===== src/hdl/sbsh_pkg.sv =====
// ----------------------------------------------------------------------------
// sbsh_pkg
// Types, constants and round constant table for the byte stream hasher.
// ----------------------------------------------------------------------------
package sbsh_pkg;

    typedef logic [31:0] t_word;
    typedef logic [7:0][31:0] t_hash;

    typedef struct packed {
        logic       push;
        logic       full;
        logic       restart;
        logic [7:0] data;
    } t_core_ctl;

    localparam logic [7:0] PAD_MARK      = 8'h80;
    localparam logic [7:0] PAD_ZERO      = 8'h00;
    localparam logic [5:0] PAD_END_BYTE  = 6'd56;
    localparam logic [5:0] LAST_BYTE     = 6'd63;
    localparam logic [5:0] LAST_ROUND    = 6'd63;
    localparam logic [2:0] LAST_WORD_IDX = 3'd7;
    localparam logic [2:0] LAST_LEN_BYTE = 3'd7;

    localparam t_hash HASH_INIT = {
        32'h5be0cd19, 32'h1f83d9ab, 32'h9b05688c, 32'h510e527f,
        32'ha54ff53a, 32'h3c6ef372, 32'hbb67ae85, 32'h6a09e667
    };

    function automatic t_word round_k(input logic [5:0] idx);
        t_word k;
        case (idx)
            6'd0:  k = 32'h428a2f98;  6'd1:  k = 32'h71374491;
            6'd2:  k = 32'hb5c0fbcf;  6'd3:  k = 32'he9b5dba5;
            6'd4:  k = 32'h3956c25b;  6'd5:  k = 32'h59f111f1;
            6'd6:  k = 32'h923f82a4;  6'd7:  k = 32'hab1c5ed5;
            6'd8:  k = 32'hd807aa98;  6'd9:  k = 32'h12835b01;
            6'd10: k = 32'h243185be;  6'd11: k = 32'h550c7dc3;
            6'd12: k = 32'h72be5d74;  6'd13: k = 32'h80deb1fe;
            6'd14: k = 32'h9bdc06a7;  6'd15: k = 32'hc19bf174;
            6'd16: k = 32'he49b69c1;  6'd17: k = 32'hefbe4786;
            6'd18: k = 32'h0fc19dc6;  6'd19: k = 32'h240ca1cc;
            6'd20: k = 32'h2de92c6f;  6'd21: k = 32'h4a7484aa;
            6'd22: k = 32'h5cb0a9dc;  6'd23: k = 32'h76f988da;
            6'd24: k = 32'h983e5152;  6'd25: k = 32'ha831c66d;
            6'd26: k = 32'hb00327c8;  6'd27: k = 32'hbf597fc7;
            6'd28: k = 32'hc6e00bf3;  6'd29: k = 32'hd5a79147;
            6'd30: k = 32'h06ca6351;  6'd31: k = 32'h14292967;
            6'd32: k = 32'h27b70a85;  6'd33: k = 32'h2e1b2138;
            6'd34: k = 32'h4d2c6dfc;  6'd35: k = 32'h53380d13;
            6'd36: k = 32'h650a7354;  6'd37: k = 32'h766a0abb;
            6'd38: k = 32'h81c2c92e;  6'd39: k = 32'h92722c85;
            6'd40: k = 32'ha2bfe8a1;  6'd41: k = 32'ha81a664b;
            6'd42: k = 32'hc24b8b70;  6'd43: k = 32'hc76c51a3;
            6'd44: k = 32'hd192e819;  6'd45: k = 32'hd6990624;
            6'd46: k = 32'hf40e3585;  6'd47: k = 32'h106aa070;
            6'd48: k = 32'h19a4c116;  6'd49: k = 32'h1e376c08;
            6'd50: k = 32'h2748774c;  6'd51: k = 32'h34b0bcb5;
            6'd52: k = 32'h391c0cb3;  6'd53: k = 32'h4ed8aa4a;
            6'd54: k = 32'h5b9cca4f;  6'd55: k = 32'h682e6ff3;
            6'd56: k = 32'h748f82ee;  6'd57: k = 32'h78a5636f;
            6'd58: k = 32'h84c87814;  6'd59: k = 32'h8cc70208;
            6'd60: k = 32'h90befffa;  6'd61: k = 32'ha4506ceb;
            6'd62: k = 32'hbef9a3f7;  6'd63: k = 32'hc67178f2;
            default: k = 32'h0;
        endcase
        return k;
    endfunction

endpackage


===== src/hdl/sbsh_core.sv =====
// ----------------------------------------------------------------------------
// sbsh_core
// Block shift register, message schedule window and one shared round unit
// that compresses a 64-byte block in 64 rounds followed by the chaining update.
// ----------------------------------------------------------------------------
module sbsh_core (
    input  logic               i_clk,
    input  logic               i_rst_n,
    input  sbsh_pkg::t_core_ctl i_ctl,
    output logic               o_busy,
    output sbsh_pkg::t_hash    o_hash
);

    function automatic sbsh_pkg::t_word rotr(input sbsh_pkg::t_word v, input int n);
        return (v >> n) | (v << (32 - n));
    endfunction

    logic [511:0]      r_blk;
    sbsh_pkg::t_hash   r_h;
    sbsh_pkg::t_hash   r_s;
    sbsh_pkg::t_hash   n_s;
    logic [5:0]        r_rnd;
    logic              r_busy;
    logic              r_fin;

    sbsh_pkg::t_word w0, w1, w9, w14, n_w;
    sbsh_pkg::t_word ssig0, ssig1, big0, big1, ch, maj, t1, t2;

    always_comb begin
        w0    = r_blk[511:480];
        w1    = r_blk[479:448];
        w9    = r_blk[223:192];
        w14   = r_blk[63:32];
        ssig0 = rotr(w1, 7) ^ rotr(w1, 18) ^ (w1 >> 3);
        ssig1 = rotr(w14, 17) ^ rotr(w14, 19) ^ (w14 >> 10);
        n_w   = ssig1 + w9 + ssig0 + w0;

        big1 = rotr(r_s[4], 6) ^ rotr(r_s[4], 11) ^ rotr(r_s[4], 25);
        ch   = (r_s[4] & r_s[5]) ^ (~r_s[4] & r_s[6]);
        t1   = r_s[7] + big1 + ch + sbsh_pkg::round_k(r_rnd) + w0;
        big0 = rotr(r_s[0], 2) ^ rotr(r_s[0], 13) ^ rotr(r_s[0], 22);
        maj  = (r_s[0] & r_s[1]) ^ (r_s[0] & r_s[2]) ^ (r_s[1] & r_s[2]);
        t2   = big0 + maj;

        n_s[7] = r_s[6];
        n_s[6] = r_s[5];
        n_s[5] = r_s[4];
        n_s[4] = r_s[3] + t1;
        n_s[3] = r_s[2];
        n_s[2] = r_s[1];
        n_s[1] = r_s[0];
        n_s[0] = t1 + t2;
    end

    // control and chaining value
    always_ff @(posedge i_clk) begin
        if (!i_rst_n) begin
            r_busy <= 1'b0;
            r_fin  <= 1'b0;
            r_rnd  <= '0;
            r_h    <= sbsh_pkg::HASH_INIT;
        end else begin
            if (i_ctl.restart) begin
                r_h <= sbsh_pkg::HASH_INIT;
            end
            if (i_ctl.push && i_ctl.full) begin
                r_busy <= 1'b1;
                r_rnd  <= '0;
            end else if (r_fin) begin
                for (int i = 0; i < 8; i++) begin
                    r_h[i] <= r_h[i] + r_s[i];
                end
                r_busy <= 1'b0;
                r_fin  <= 1'b0;
            end else if (r_busy) begin
                r_rnd <= r_rnd + 6'd1;
                if (r_rnd == sbsh_pkg::LAST_ROUND) begin
                    r_fin <= 1'b1;
                end
            end
        end
    end

    // block window and working variables
    always_ff @(posedge i_clk) begin
        if (i_ctl.push) begin
            r_blk <= {r_blk[503:0], i_ctl.data};
            if (i_ctl.full) begin
                r_s <= r_h;
            end
        end else if (r_busy && !r_fin) begin
            r_blk <= {r_blk[479:0], n_w};
            r_s   <= n_s;
        end
    end

    assign o_busy = r_busy;
    assign o_hash = r_h;

endmodule


===== src/hdl/sha256_byte_stream_hasher.sv =====
// a byte is taken on each accepted transaction that carries one; every 64th byte starts a
// compression that holds o_stall high for its 64 rounds of the shared round unit
// plus the chaining update. a closing transaction adds 9 to 72 padding bytes
// and one or two compressions, then eight digest word transactions.
// reset: synchronous active low, restores the initial hash values and clears
// the byte counters; the block buffer is not cleared
// ----------------------------------------------------------------------------
// sha256_byte_stream_hasher
// Byte intake, padding sequencer and digest output around the round core.
// ----------------------------------------------------------------------------
module sha256_byte_stream_hasher (
    input  logic        i_clk,
    input  logic        i_rst_n,
    input  logic        i_valid,
    output logic        o_stall,
    input  logic [7:0]  i_message_byte,
    input  logic        i_byte_present,
    input  logic        i_end_of_message,
    output logic        o_valid,
    input  logic        i_stall,
    output logic [31:0] o_digest_word,
    output logic [2:0]  o_word_index,
    output logic        o_last_word
);

    typedef enum logic [5:0] {
        S_IDLE  = 6'b000001,
        S_P80   = 6'b000010,
        S_PZERO = 6'b000100,
        S_PLEN  = 6'b001000,
        S_FIN   = 6'b010000,
        S_OUT   = 6'b100000
    } t_state;

    t_state              r_state, n_state;
    logic [5:0]          r_bib, n_bib;
    logic [60:0]         r_cnt, n_cnt;
    logic [63:0]         r_len, n_len;
    logic [2:0]          r_lcnt, n_lcnt;
    logic [2:0]          r_widx, n_widx;
    sbsh_pkg::t_core_ctl ctl;
    sbsh_pkg::t_hash     hash;
    logic                busy;
    logic                in_acc;

    sbsh_core u_core (
        .i_clk   (i_clk),
        .i_rst_n (i_rst_n),
        .i_ctl   (ctl),
        .o_busy  (busy),
        .o_hash  (hash)
    );

    assign o_stall = !((r_state == S_IDLE) && !busy);
    assign in_acc  = i_valid && !o_stall;

    always_comb begin
        n_state = r_state;
        n_bib   = r_bib;
        n_cnt   = r_cnt;
        n_len   = r_len;
        n_lcnt  = r_lcnt;
        n_widx  = r_widx;
        ctl     = '0;
        case (r_state)
            S_IDLE: begin
                if (in_acc) begin
                    if (i_byte_present) begin
                        ctl.push = 1'b1;
                        ctl.data = i_message_byte;
                        n_cnt    = r_cnt + 61'd1;
                    end
                    if (i_end_of_message) begin
                        n_len   = {n_cnt, 3'b000};
                        n_state = S_P80;
                    end
                end
            end
            S_P80: begin
                if (!busy) begin
                    ctl.push = 1'b1;
                    ctl.data = sbsh_pkg::PAD_MARK;
                    n_state  = S_PZERO;
                end
            end
            S_PZERO: begin
                if (!busy) begin
                    if (r_bib == sbsh_pkg::PAD_END_BYTE) begin
                        n_lcnt  = '0;
                        n_state = S_PLEN;
                    end else begin
                        ctl.push = 1'b1;
                        ctl.data = sbsh_pkg::PAD_ZERO;
                    end
                end
            end
            S_PLEN: begin
                if (!busy) begin
                    ctl.push = 1'b1;
                    ctl.data = r_len[63:56];
                    n_len    = {r_len[55:0], 8'h00};
                    n_lcnt   = r_lcnt + 3'd1;
                    if (r_lcnt == sbsh_pkg::LAST_LEN_BYTE) begin
                        n_state = S_FIN;
                    end
                end
            end
            S_FIN: begin
                if (!busy) begin
                    n_widx  = '0;
                    n_state = S_OUT;
                end
            end
            S_OUT: begin
                if (!i_stall) begin
                    n_widx = r_widx + 3'd1;
                    if (r_widx == sbsh_pkg::LAST_WORD_IDX) begin
                        ctl.restart = 1'b1;
                        n_cnt       = '0;
                        n_bib       = '0;
                        n_state     = S_IDLE;
                    end
                end
            end
            default: begin
                n_state = S_IDLE;
            end
        endcase
        if (ctl.push) begin
            ctl.full = (r_bib == sbsh_pkg::LAST_BYTE);
            n_bib    = r_bib + 6'd1;
        end
    end

    always_ff @(posedge i_clk) begin
        if (!i_rst_n) begin
            r_state <= S_IDLE;
            r_bib   <= '0;
            r_cnt   <= '0;
            r_lcnt  <= '0;
            r_widx  <= '0;
        end else begin
            r_state <= n_state;
            r_bib   <= n_bib;
            r_cnt   <= n_cnt;
            r_lcnt  <= n_lcnt;
            r_widx  <= n_widx;
        end
    end

    always_ff @(posedge i_clk) begin
        r_len <= n_len;
    end

    assign o_valid       = (r_state == S_OUT);
    assign o_digest_word = hash[r_widx];
    assign o_word_index  = r_widx;
    assign o_last_word   = (r_widx == sbsh_pkg::LAST_WORD_IDX);

endmodule


===== config.mk =====
export PLATFORM = sky130hd
export DESIGN_NAME = sha256_byte_stream_hasher
export DESIGN_NICKNAME = d
export VERILOG_FILES = /design/src/hdl/sbsh_pkg.sv /design/src/hdl/sbsh_core.sv /design/src/hdl/sha256_byte_stream_hasher.sv
export SDC_FILE = /design/constraint.sdc
export NUM_CORES = 2
export LEC_CHECK = 0
export BUFFER_PORTS_ARGS = -buffer_cell sky130_fd_sc_hd__buf_4
export CORE_ASPECT_RATIO = 1.25
export CORE_MARGIN = 2
export CORE_UTILIZATION = 54
export CTS_CLUSTER_DIAMETER = 200
export DETAILED_ROUTE_END_ITERATION = 10
export GPL_ROUTABILITY_DRIVEN = 0
export PLACE_DENSITY = 0.7
export REMOVE_ABC_BUFFERS = 1
export SLEW_MARGIN = 20
export SYNTH_ARGS = -nofsm -noshare
export SYNTH_HDL_FRONTEND = slang
export SYNTH_SLANG_ARGS = --single-unit

===== constraint.sdc =====
create_clock -name i_clk -period 34.2 [get_ports i_clk]
set_input_delay 0 -clock i_clk [delete_from_list [all_inputs] [get_ports i_clk]]
set_output_delay 0 -clock i_clk [all_outputs]
set_load 0.01 [all_outputs]

== Word-level counts from Yosys, hierarchy flattened ==
Memories as Yosys holds them, arrays and structs flattened. A register that Yosys moved wholly into a read port is not among the register bits.
Cells that the tools add are included.
Word-level totals
  register bits after elaboration: 1175
  bits in read-only memories: 2048
  word-level logic and storage cells: 191
  memories kept: 1
Memory list
  (no name shown): depth 64, width 32, rd ports 1, clocked after memory_dff 1, write ports 0, line sbsh_pkg.sv:32  | case (idx)
Operators by class
  add/subtract/negate cells: 23
  order comparisons: 1
  eq/ne operators: 23
  multiplexer cells: 63
  bitwise operators: 29
  reduce and logical (&&, ||, !) cells: 25
Operators with widths (number)
  256-bit two-way mux: 6
  512-bit two-way mux: 2
  32-bit adder: 18
  32-bit bitwise XOR: 9
  61-bit two-way mux: 4
  64-bit two-way mux: 3
  32-bit bitwise AND: 5
  64-bit case mux with 2 select lines: 1
  61-bit case mux with 2 select lines: 1
  32-bit binary-select mux with 3-bit select: 1
  6-bit two-way mux: 16
  61-bit by 1-bit adder with 61-bit output (second input constant): 1
  6-bit case mux with 6 select lines: 1
  32-bit two-way mux: 1
  8-bit two-way mux: 4
  32-bit inverter: 1
  10-bit by 32-bit bitwise OR with 32-bit output: 1
  13-bit by 32-bit bitwise OR with 32-bit output: 1
  14-bit by 32-bit bitwise OR with 32-bit output: 1
  15-bit by 32-bit bitwise OR with 32-bit output: 1
  19-bit by 32-bit bitwise OR with 32-bit output: 1
  21-bit by 32-bit bitwise OR with 32-bit output: 1
  25-bit by 32-bit bitwise OR with 32-bit output: 1
  26-bit by 32-bit bitwise OR with 32-bit output: 1
  30 further kinds: 82

== Longest topological paths before layout ==
  depth in word-level cells: 10
  gate-level depth with buffers: 34
  depth with buffers taken out: 33

== Cells and area by module ==
Synthesis repeated with hierarchy kept, for this count alone.
Unflattened totals
  cell total of the unflattened synthesis: 7700
  area total of the unflattened synthesis: 79817.8 µm²
Modules (own cells, without submodules)
  sbsh_core: times used 1, cells each 6645, area each 69907.0 µm², sequential area each 28987.8 µm²
  sha256_byte_stream_hasher: times used 1, cells each 1055, area each 9910.8 µm², sequential area each 3413.3 µm²

== Worst setup path after synthesis ==
OpenSTA, ideal clock, no wires.
  kind: register to register
  from: register r_bib[0]
  to: register u_core.r_blk[0] (enable)
  arrival time: 10.503 ns
  data required time: 30.544 ns
  setup slack: 20.040 ns
  cell stages (with the launch flop): 11
  path buffers: 3
  clock period less this slack: 14.160 ns
  cells stage by stage: dfxtp_1 > inv_1 > ha_1 > nand2_1 > or3_1 > a211oi_1 > a2bb2oi_1 > buf_4 > clkbuf_1 > buf_1 > nand2_1
On the way
  longest elaborated chain between the ends: 5
Ends and longest elaborated chain
  start, declared: line sha256_byte_stream_hasher.sv:36  | logic [5:0] r_bib, n_bib;
  start signal, assigned: line sha256_byte_stream_hasher.sv:144  | r_bib <= n_bib;
  6-bit == test: line sha256_byte_stream_hasher.sv:88  | if (r_bib == sbsh_pkg::PAD_END_BYTE) begin
  1-bit two-way mux: line sha256_byte_stream_hasher.sv:88
  1-bit two-way mux: line sha256_byte_stream_hasher.sv:87  | if (!busy) begin
  1-bit case mux with 3 select lines: line sha256_byte_stream_hasher.sv:65  | case (r_state)
  2-bit nonzero test (no source line)
  end signal, assigned: line sbsh_core.sv:87  | r_blk <= {r_blk[503:0], i_ctl.data};
  end signal, assigned: line sbsh_core.sv:92  | r_blk <= {r_blk[479:0], n_w};
  end, declared: line sbsh_core.sv:18  | logic [511:0] r_blk;
Every way passes these cells.
A chain may end at the register's enable or synchronous reset.

== Final worst setup path ==
  from: register u_core.r_s (netlist bit u_core.n_s[172])
  to: register u_core.r_s (netlist bit u_core.n_s[60]), data pin
On the way
  longest elaborated chain between the ends: 10
  elaborated cells on any way between the ends: 16
  those cells by class: add/sub (5); mux (2); bitwise (9)
Ends and longest elaborated chain
  start, declared: line sbsh_core.sv:20  | sbsh_pkg::t_hash r_s;
  start signal, assigned: line sbsh_core.sv:89  | r_s <= r_h;
  start signal, assigned: line sbsh_core.sv:93  | r_s <= n_s;
  21-bit by 32-bit bitwise OR with 32-bit output or 26-bit by 32-bit bitwise OR with 32-bit output (tied branches): line sbsh_core.sv:15  | return (v >> n) | (v << (32 - n));
  32-bit bitwise XOR (2 in a row): line sbsh_core.sv:38  | big1 = rotr(r_s[4], 6) ^ rotr(r_s[4], 11) ^ rotr(r_s[4], 25);
  32-bit adder: line sbsh_core.sv:40  | t1 = r_s[7] + big1 + ch + sbsh_pkg::round_k(r_rnd) + w0;
  32-bit adder * (3 in a row): line sbsh_core.sv:40
  32-bit adder *: line sbsh_core.sv:52  | n_s[0] = t1 + t2;
  256-bit two-way mux *: line sbsh_core.sv:91  | end else if (r_busy && !r_fin) begin
  256-bit two-way mux *: line sbsh_core.sv:86  | if (i_ctl.push) begin
Every way passes the cells marked *; elsewhere a longest branch is shown, timed or not. The select of a mux whose other input is x is not followed.

==> implementation parameters <==
Parameter                              Value

Global route
  Wire length of the first global-routing pass    380 mm
  Fraction of met2 tracks used by global routing    0.524
  Layer with the highest usage after global routing    met2
  GRT Overall Usage    0.330
  Met3 routing resource usage after global routing    0.0710
  Vias in the first global route    63,700
  Initial antenna violation count    10
  GRT overflow    0
  Met1 track utilization from global routing    0.386
  Maximum number of pins on one net before global-route repair    around 220

Power and ir drop
  Power Dens Cells    48.7 nW/um^2
  Post-route total power    between 4 and 5 mW
  Worst supply voltage drop on vdd    0.0580 mV
  Leakage power figure    35.2 nW

Min path
  Class of the worst hold path    input port to flop

Timing
  Achievable clock frequency    115 MHz
  Worst Tran Pin Value    between 1 and 1.5 ns
  Hold Vio Cnt, Final    0
  Post-layout minimum cycle time    about 8.7 ns
  Final setup violation count    0
  TNS Setup    0 ns
  Final clock skew    a little over 0.04 ns
  Worst slew margin    0.183
  Max-slew violation count    0
  Setup repair after global routing missed its margin    false
  Part of the cycle the worst path needs    0.255

Floorplanning
  Die X    347 um
  # rows    157
  Vert. Die Dim    432 um
  Placeable core area    roughly 150,000 um^2
  Top-level I/O count    52
  Floorplan die area    about 150,000 um^2
  Initial Util    0.542

Status
  Status    finished, final reports clean

Synth
  Share of synthesized registers carrying an async set or reset    0
  Number of different library cells in the post-synthesis netlist    87
  Flops & latches, synth    roughly 1,200
  Synth Cell Area    between 70,000 and 80,000 um^2
  Cell type with the highest aggregate area in the netlist    edfxtp_1
  Most common cell in the synthesized netlist    nand2_1
  Leading post-synthesis cells by instance count    nand2_1, edfxtp_1, o21ai_0
  Post-synthesis area per instance    8.77 um^2
  Primary flip-flop cell chosen by synthesis mapping    edfxtp_1
  Share of synthesized area occupied by flip-flops and latches    0.409
  Cell count after synthesis    9,037
  Biggest area contributors in the synthesized netlist    edfxtp_1, nand2_1, dfxtp_1
  Warnings from Yosys    0
  Count of flip-flops with a built-in enable after synthesis    829
  Share of the synthesized area in the top cell type    0.314

Worst setup path
  Kind of start point of the critical path    flop
  Maximum net fanout on the critical path    6
  Kind of capture point of the worst setup path    flop
  Master of the slowest instance on the critical path    a221oi_1
  Most used cell, CP    fa_1
  Critical path's top delay family    adder cells
  CP arrival    9.24 ns
  Worst setup path class    flop to flop
  Crit path buf inv count    3
  Required time of the critical path    34.72 ns
  Critical path's largest stage delay    0.74 ns

Final layout
  Post-Layout Inst Area    85,300 um^2
  Final core utilization    0.584
  Area taken by multi-input logic gates    43,500 um^2
  Proportion of layout cells with a drive suffix above 1    0.0530
  Area growth, synth to finish    7.61%
  Post-layout net count    9,379
  Filler cell count in the final layout    12,800
  FF+latch area    32,400 um^2

Route
  Router iterations before antenna repair    10
  Detail-routed via count per cell    6.17
  Violation count after the first detailed-route iteration    roughly 7,500
  Detailed-route wire length    250 mm
  Average routed wire per standard cell    roughly 23 um
  Remaining antenna violation count    0
  Via count of the routed design    66,600
  DRC violation count after routing    0

Clock network
  Hold-fix buffers, CTS    13
  Max clock buf depth    3
  Clock tree from TritonCTS    yes
  CTS resizes    0
  Clock-pin slew of the registers on the worst-case setup and hold paths    0.06 ns
  H-tree depth    4
  Buffers inserted by post-CTS timing repair    0
  Clock insertion delay at the later pin of the skew report    just over 0.8 ns
  Inserted Clock Buffers    130
  CTS sink count    1,204
  Clock Tree Root    clkbuf_16

Place
  Detail Placement HPWL    about 180 mm
  # port buffers    51
  Area post-placement    80,800 um^2

Job
  Max_cap viols    0
[final timing paths]
check / startpoint / to / slack [ns] / cells past startpoint
setup / recovery: u_core.n_s[172] / u_core.n_s[60] / 25.48 / 27
hold / removal: i_end_of_message / r_state[1] / 0.11 / 4
setup reg to reg: u_core.n_s[172] / u_core.n_s[60] / 25.48 / 27
hold reg to reg: r_cnt[39] / r_cnt[39] / 0.50 / 2
[tightest hold or removal path, stage by stage]
cell           delay (ns)
dlygate4sd3_1        0.54
buf_4                0.11
nand2_1              0.10
a21oi_1              0.13
[metrics by stage]
stage	instances	hold slack, ns	setup WS, ns
after floorplan	8506	0.0619	-49.80
after global placement	10500	0.350	25.97
after detailed placement	10500	0.382	25.85
after CTS	10800	0.0459	25.79
after global routing	10800	0.149	24.86
final	10800	0.114	25.48
[final cells by class]
class,count,share of cell area
diodes,10,0.000293
clock buffers,178,0.0428
clock inverters,60,0.00849
inverters,406,0.0179
multi-input cells,6896,0.509
flip-flops and latches,1204,0.380
well taps,1908,0.0280
repair buffers,136,0.0133
[per-layer routing]
| metal | wire, um | up-vias | share of wire |
|---|---|---|---|
| met5 | 57 | - | 0.00023 |
| met4 | 24300 | 8 | 0.097 |
| met3 | 21000 | 1004 | 0.084 |
| met2 | 113000 | 3179 | 0.45 |
| met1 | 91100 | 31800 | 0.36 |
| li1 | - | 30600 | - |
[cell usage in the layout (no fill, tap or decap), types with 43 or more instances in the layout]
| cell | netlist | routed |
|---|---|---|
| a211oi_1 | 53 | 53 |
| fa_1 | 195 | 195 |
| o211ai_1 | 51 | 51 |
| clkbuf_16 | 0 | 133 |
| dfxtp_1 | 375 | 372 |
| a21oi_1 | 511 | 511 |
| a31oi_1 | 61 | 61 |
| inv_1 | 402 | 401 |
| nand2b_1 | 43 | 43 |
| o21ai_0 | 581 | 580 |
| buf_4 | 3 | 115 |
| edfxtp_1 | 829 | 829 |
| nand3_1 | 181 | 180 |
| o21a_1 | 70 | 70 |
| ha_1 | 396 | 396 |
| xor2_1 | 238 | 238 |
| o21bai_1 | 60 | 60 |
| nor3_1 | 178 | 178 |
| and3_1 | 51 | 51 |
| a21o_1 | 197 | 197 |
| nand2_1 | 2559 | 2552 |
| nor2_1 | 422 | 421 |
| xnor2_1 | 387 | 386 |
| mux4_2 | 65 | 65 |
[flip-flops by register name, indices dropped and copies added, names as in the netlist, named ones only]
name and count:
u_core.r_blk 512, u_core.r_rnd 6, r_lcnt 3, o_word_index 3, u_core.o_hash 256, r_len 61, u_core.r_fin 1, r_state 6
r_cnt 61, r_bib 6, u_core.o_busy 1, u_core.r_s 64, u_core.n_s 192
[cells by family (layout without fill, tap and decap cells)]
| logic type | after synthesis | after routing | synth area share |
|---|---|---|---|
| compound gates | 1874 | 1874 | 0.146 |
| xor+xnor | 625 | 625 | 0.0691 |
| fa+ha+maj | 595 | 595 | 0.112 |
| buf+inv | 937 | 780 | 0.0449 |
| flops | 1204 | 1204 | 0.409 |
| mux | 141 | 141 | 0.0286 |
| other cells | 0 | 10 | 0 |
| simple gates | 3661 | 3661 | 0.191 |
[power by group]
group | internal (mW) | switching, mW | total [mW] | leakage [nW]
registers | 1.67 | 0.0567 | 1.73 | 10.7
logic | 0.358 | 0.598 | 0.955 | 22.4
clock network | 0.834 | 0.638 | 1.47 | 2.13
(Power assumes the default switching activity.)
